## config.mk

```make
export PLATFORM = sky130hd
export DESIGN_NAME = brbe_mod
export DESIGN_NICKNAME = d
export VERILOG_FILES = /design/src/hw/rtl/brbe_pkg.sv /design/src/hw/rtl/brbe_mod.sv
export SDC_FILE = /design/constraint.sdc
export NUM_CORES = 1
export LEC_CHECK = 0
export BUFFER_PORTS_ARGS = -buffer_cell sky130_fd_sc_hd__buf_2
export CAP_MARGIN = 20
export CORE_UTILIZATION = 30
export DETAILED_ROUTE_END_ITERATION = 6
export GPL_ROUTABILITY_DRIVEN = 0
export SYNTH_ARGS = -nofsm -noshare
export SYNTH_HDL_FRONTEND = slang
export SYNTH_SLANG_ARGS = --single-unit
export TNS_END_PERCENT = 1
```

## constraint.sdc

```tcl
create_clock -name clk_i -period 2 [get_ports clk_i]
set_input_delay 0.4 -clock clk_i [delete_from_list [all_inputs] [get_ports clk_i]]
set_output_delay 0.4 -clock clk_i [all_outputs]
set_load 0.1 [all_outputs]
```

## src/hw/rtl/brbe_pkg.sv

```systemverilog
// brbe_pkg: shared types, widths and codes for the byte ring buffer engine.
// Used by brbe_mod, brbe_ram, byte_ring_buffer_engine and brbe_chk; no dependencies.
package brbe_pkg;

  localparam int MaxCap   = 1024;
  localparam int AddrW    = $clog2(MaxCap);
  localparam int CntW     = AddrW + 1;
  localparam int DvdW     = CntW + 1;
  localparam int StepW    = $clog2(DvdW + 1);
  localparam int WordW    = 32;
  localparam int ByteW    = 8;
  localparam int PushCntW = 3;
  localparam int PushMax  = 4;

  typedef enum logic [2:0] {
    ACT_PUSH   = 3'd0,
    ACT_READ   = 3'd1,
    ACT_REMOVE = 3'd2,
    ACT_CLEAR  = 3'd3,
    ACT_PREFIX = 3'd4
  } action_e;

  typedef enum logic [2:0] {
    STS_OK       = 3'd0,
    STS_BAD      = 3'd1,
    STS_EMPTY    = 3'd2,
    STS_OVERFLOW = 3'd3,
    STS_NOMATCH  = 3'd4
  } status_e;

  typedef enum logic [2:0] {
    FSM_IDLE,
    FSM_PHYS,
    FSM_SRC,
    FSM_PUSH,
    FSM_READ,
    FSM_MV_RD,
    FSM_MV_WR,
    FSM_DONE
  } fsm_e;

  typedef struct packed {
    logic            start;
    logic [DvdW-1:0] dividend;
    logic [CntW-1:0] divisor;
  } mod_req_t;

endpackage

```

## src/hw/rtl/brbe_mod.sv

```systemverilog
// brbe_mod: restoring remainder unit, one dividend bit per cycle.
// Depends on brbe_pkg for widths and the request struct.
module brbe_mod (
  input  logic                       clk_i,
  input  logic                       rst_ni,
  input  brbe_pkg::mod_req_t         req_i,
  output logic                       done_o,
  output logic [brbe_pkg::AddrW-1:0] result_o
);

  logic [brbe_pkg::StepW-1:0] step_q, step_d;
  logic                       done_q, done_d;
  logic [brbe_pkg::DvdW-1:0]  dvd_q, dvd_d;
  logic [brbe_pkg::CntW-1:0]  div_q, div_d;
  logic [brbe_pkg::CntW-1:0]  rem_q, rem_d;
  logic [brbe_pkg::DvdW-1:0]  trial;

  always_comb begin
    trial  = {rem_q, dvd_q[brbe_pkg::DvdW-1]};
    step_d = step_q;
    done_d = 1'b0;
    dvd_d  = dvd_q;
    div_d  = div_q;
    rem_d  = rem_q;
    if (req_i.start) begin
      step_d = brbe_pkg::StepW'(brbe_pkg::DvdW);
      dvd_d  = req_i.dividend;
      div_d  = req_i.divisor;
      rem_d  = '0;
    end else if (step_q != '0) begin
      // shift in the next bit, subtract when it fits
      if (trial >= {1'b0, div_q}) begin
        rem_d = brbe_pkg::CntW'(trial - {1'b0, div_q});
      end else begin
        rem_d = brbe_pkg::CntW'(trial);
      end
      dvd_d  = {dvd_q[brbe_pkg::DvdW-2:0], 1'b0};
      step_d = step_q - 1'b1;
      done_d = (step_q == brbe_pkg::StepW'(1));
    end
  end

  always_ff @(posedge clk_i or negedge rst_ni) begin
    if (!rst_ni) begin
      step_q <= '0;
      done_q <= 1'b0;
    end else begin
      step_q <= step_d;
      done_q <= done_d;
    end
  end

  always_ff @(posedge clk_i) begin
    dvd_q <= dvd_d;
    div_q <= div_d;
    rem_q <= rem_d;
  end

  assign done_o   = done_q;
  assign result_o = rem_q[brbe_pkg::AddrW-1:0];

endmodule

```

[Word-level counts from Yosys, hierarchy flattened]
Cells that the tools add are included.
Widths: inputs -> output; s select.
Storage, ports and cells
  bits in registers: 39
  bits of input ports: 26
  word-level logic and storage cells: 18
Cells by class
  eq/ne operators: 1
  order comparisons: 1
  add/subtract/negate cells: 2
  mux-type cells: 7
  reductions and logical operators: 2
Operators by type and width (count)
  $mux 12: 2
  $ge 12x11->1: 1
  $mux 11: 1
  $sub 11x11->11: 1
  $mux 4: 2
  $eq 4x1->1 const B: 1
  $reduce_bool 4->1: 1
  $sub 4x1->4 const B: 1
  $mux 1: 2
  $reduce_bool 2->1: 1

[Depth between registers and ports, before layout]
  word-level depth: 3
  mapped depth: 10

[Worst setup path before layout]
Ideal clock, no wire load.
  path kind: register to register
  start: reg dvd_q[11] (netlist bit)
  end: reg rem_q[10] (netlist bit)
  cell stages (with the launch flop): 11
  clock period less this slack: 2.130 ns
  required time: 1.912 ns
  arrival: 2.042 ns
  slack: -0.130 ns
  setup time: 0.088 ns
  cells stage by stage: edfxtp_1 inv_1 ha_1 fa_1 and2b_1 o22ai_2 a21boi_2 o21a_1 buf_6 o211ai_1 a311oi_2
On the way
  longest elaborated chain between the ends: 2
RTL lines
  start: declaration: line brbe_mod.sv:13  | logic [brbe_pkg::DvdW-1:0] dvd_q, dvd_d;
  start signal: assignment: line brbe_mod.sv:54  | dvd_q <= dvd_d;
  $sub 11x11->11 / $ge 12x11->1 (equally long branches): line brbe_mod.sv:33, brbe_mod.sv:32
  $mux 11 *: line brbe_mod.sv:32  | if (trial >= {1'b0, div_q}) begin
  end signal: assignment: line brbe_mod.sv:56  | rem_q <= rem_d;
  end: declaration: line brbe_mod.sv:15  | logic [brbe_pkg::CntW-1:0] rem_q, rem_d;
Every way passes the cells marked *; elsewhere a longest branch is shown, timed or not.
A chain may end at the register's enable or synchronous reset.

[Final worst setup path]
  start: reg div_q[0] (netlist bit)
  end: reg rem_q[0] (netlist bit)
On the way
  longest elaborated chain between the ends: 2
RTL lines
  start: declaration: line brbe_mod.sv:14  | logic [brbe_pkg::CntW-1:0] div_q, div_d;
  start signal: assignment: line brbe_mod.sv:55  | div_q <= div_d;
  $sub 11x11->11 / $ge 12x11->1 (equally long branches): line brbe_mod.sv:33, brbe_mod.sv:32
  $mux 11 *: line brbe_mod.sv:32
Marked as above.

==> impl_metrics.toml <==
[logic_synthesis]
synth_nets = 262
async_flop_share_pct = 12.82
synth_top_cell_by_area = "edfxtp_1"
syn_area_um2 = 2327
synth_ff_type = "edfxtp_1"
yosys_warnings = 0
yosysTopAreaCellShare_pct = 29.68
syn_inst = 222
synth_seq_area_share_pct = 44.52
ys_types = 52
synth_area_leaders = "edfxtp_1 (30%), dfxtp_1 (9.5%), ha_1 (7.0%), dfrtp_1 (5.4%), mux2_2 (5.3%)"
synth-edff-count = 23
synth-seq-cells = 39
syn_avg_cell_area_um2 = 10.48

[power]
ir_drop_mv = 0.4141
p_per_area_nw_per_um2 = 1451
p_int_mw = 2.329
power_mw = 4.239
clkPwrFrac_pct = 15.8
power_frac_comb_pct = 58.0
p_switching_mw = 1.909
p_sw_share_pct = 45.04
pwr-share-seq_pct = 26.2
p_leak_nw = 1.278

[clock_network]
clock_latency_ps = 290
clk_pin_slew_ps = 80
root_buffer = "clkbuf_8"
clkSinkCount = 39
tritoncts = "yes"
h-tree-depth = 2
cts-buffers-inserted = 5
clockBufferDepth = 2

[finish]
final_nets = 321
area_growth_pct = 25.54
fin_area_um2 = 2922
diodes = 0
num-fill-cells = 746
final_common_cell = "buf_2"
fin_util_pct = 39.64
drive_gt1_share_pct = 37.94
layout_common_cells = "buf_2 (36), buf_4 (34), edfxtp_1 (23)"

[floorplan]
core_area_um2 = 7370
num_rows = 31
die_area_um2 = 8114
fp.dieW_um = 90.08
die_y_um = 90.08
start_util_pct = 31.58
pin_count = 37

[placement]
io_buffers = 36
dp_hpwl_um = 3627
place_area_um2 = 2768

[drt]
drc_errors = 0
first_pass_iters = 4
wl_per_cell_um = 12.40
vias_per_cell = 4.701
drt_iter0_drc = 130
route.vias.total = 1791
wirelength_um = 4723
antenna_left = 0

[global_routing]
grt.total_usage_pct = 12.62
grt_pass1_wl_um = 8093
grt_pass1_vias = 1688
grt_overflow_total = 0
grt_max_degree = 30
grt_antenna_before_repair = 0

[setup_path]
critPathKind = "reg2reg"
r2r-end = "rem_q[0]"
cpLargestDelayFamily = "compound AO/OA/AOI/OAI gates"
path_cells = "ha_2 > fa_2 > and2b_1 > o22ai_2 > a21boi_2 > o21a_1 > buf_6 > nor3_1 > o31a_1"
required_ps = 2180
r2r_start = "div_q[0]"
crit_arrival_ps = 2330
rrSetupSlack_ps = -150
cpMaxStageDelayCell = "edfxtp_1"
path_buf_inv = 1
endpoint_kind = "flip-flop"
start_kind = "flip-flop"
max_stage_delay_ps = 380
crit_fanout = 5
reg2reg_depth = 9

[timing]
clock.fmax_mhz = 465.2
worst_slack_ps = -149.5
drv_slew = 0
slew_headroom_pct = 62.51
finalSetupViolCount = 10
finalCriticalPeriod_ps = 2150
skew_ps = 4.292
grt_setup_unrepaired = "yes"
hold_viol = 0
tightestPinTransition_ps = 562.4
timing.final.crit_share_pct = 107.5
tns_ps = -1222

[worst_hold_path]
min_to = "div_q[2]"
whs_path_depth = 1
hp-class = "in2reg"
hold_start = "req_i[2]"

[run_status]
status = "complete, but fails checks"
violations = "negative setup slack"

[job]
maxCapViolCount = 0
[registers in the layout, summed over array words and instances, names as in the netlist]
register and count:
dvd_q 12, done_o 1, div_q 11, rem_q 11
step_q 4
[worst register-to-register path, delay by kind of cell, from the launching register on]
kind                     cells  cell delay (ps)
flip-flops                   1              380
buffers and inverters        1              130
AO/OA/AOI/OAI                4              720
adder cells (fa/ha/maj)      2              540
AND/OR/NAND/NOR              2              280
[layer usage]
metal | vias up | global-route usage [%] | share of wire (%)
met3 | 6 | 2.961 | 3.7
met2 | 30 | 18.83 | 45
met4 | 0 | 4.704 | 1.3
met5 | - | 0 | 0
li1 | 920 | - | -
met1 | 835 | 17.63 | 50
[synthesized netlist by cell type, types with 4 or more instances]
cell type,n
clkbuf_1,6
dfrtp_1,5
mux2_2,11
xnor2_1,7
nor2_1,18
edfxtp_1,23
nor3_1,6
buf_4,10
o21ai_1,6
nand3_1,8
a31oi_1,4
dfxtp_1,11
ha_1,13
o31a_1,4
a311oi_1,5
inv_1,16
a21oi_1,11
nand2_1,6
[power groups by stage]
stage / Combinational [mW] / Sequential (mW) / Clock (mW)
after global routing: 2.66 / 1.13 / 0.725
after floorplan: 1.88 / 1.11 / 0
after detailed placement: 2.42 / 1.13 / 0
after CTS: 2.44 / 1.11 / 0.691
after global placement: 2.39 / 1.13 / 0
final: 2.46 / 1.11 / 0.669
[cell type report]
type | count | area [µm²] | share of cell area (%)
Clock buffer | 5 | 68.82 | 2.355
Clock inverter | 3 | 43.79 | 1.499
Inverter | 16 | 60.06 | 2.056
Multi-Input combinational cell | 146 | 1121 | 38.37
Sequential cell | 39 | 1036 | 35.46
Tap cell | 99 | 123.9 | 4.240
Timing Repair Buffer | 73 | 467.9 | 16.02
[what timing repair did]
action / CTS / global route
hold buffers: 1 / 0
setup endpoints to repair: 11 / 11
pin swaps: 8 / 10
endpoints found under the hold margin: 5 / 0
gates resized for setup: 2 / 5
setup buffers: 0 / 1
[through the flow]
step           worst slack (ps)  hold WS [ps]  std cells
4_1_cts                  -151.4         267.7        380
5_1_grt                  -297.7         255.0        381
3_3_place_gp             -169.0         222.1        371
6_report                 -149.5         275.7        381
3_5_place_dp             -142.5         225.3        371
2_1_floorplan            -43.73         104.4        222
[how the worst max path moves through the flow]
stage	startpoint	end	slack, ps	cells past startpoint
after floorplan	div_q[0]	rem_q[10]	-40	9
after global placement	div_q[1]	rem_q[9]	-170	8
after detailed placement	div_q[0]	rem_q[10]	-140	9
after CTS	dvd_q[11]	rem_q[7]	-150	10
after global routing	div_q[0]	rem_q[10]	-300	9
final	div_q[0]	rem_q[0]	-150	9
[cells by family after synthesis]
logic type | count (synthesis) | share of synthesized area [%]
xor+xnor | 7 | 2.634
mux | 11 | 5.323
buf+inv | 37 | 8.226
fa+ha+maj | 14 | 7.850
simple gates | 61 | 14.03
flops | 39 | 44.52
compound gates | 53 | 17.42
Power figures use the tool's default switching activity.
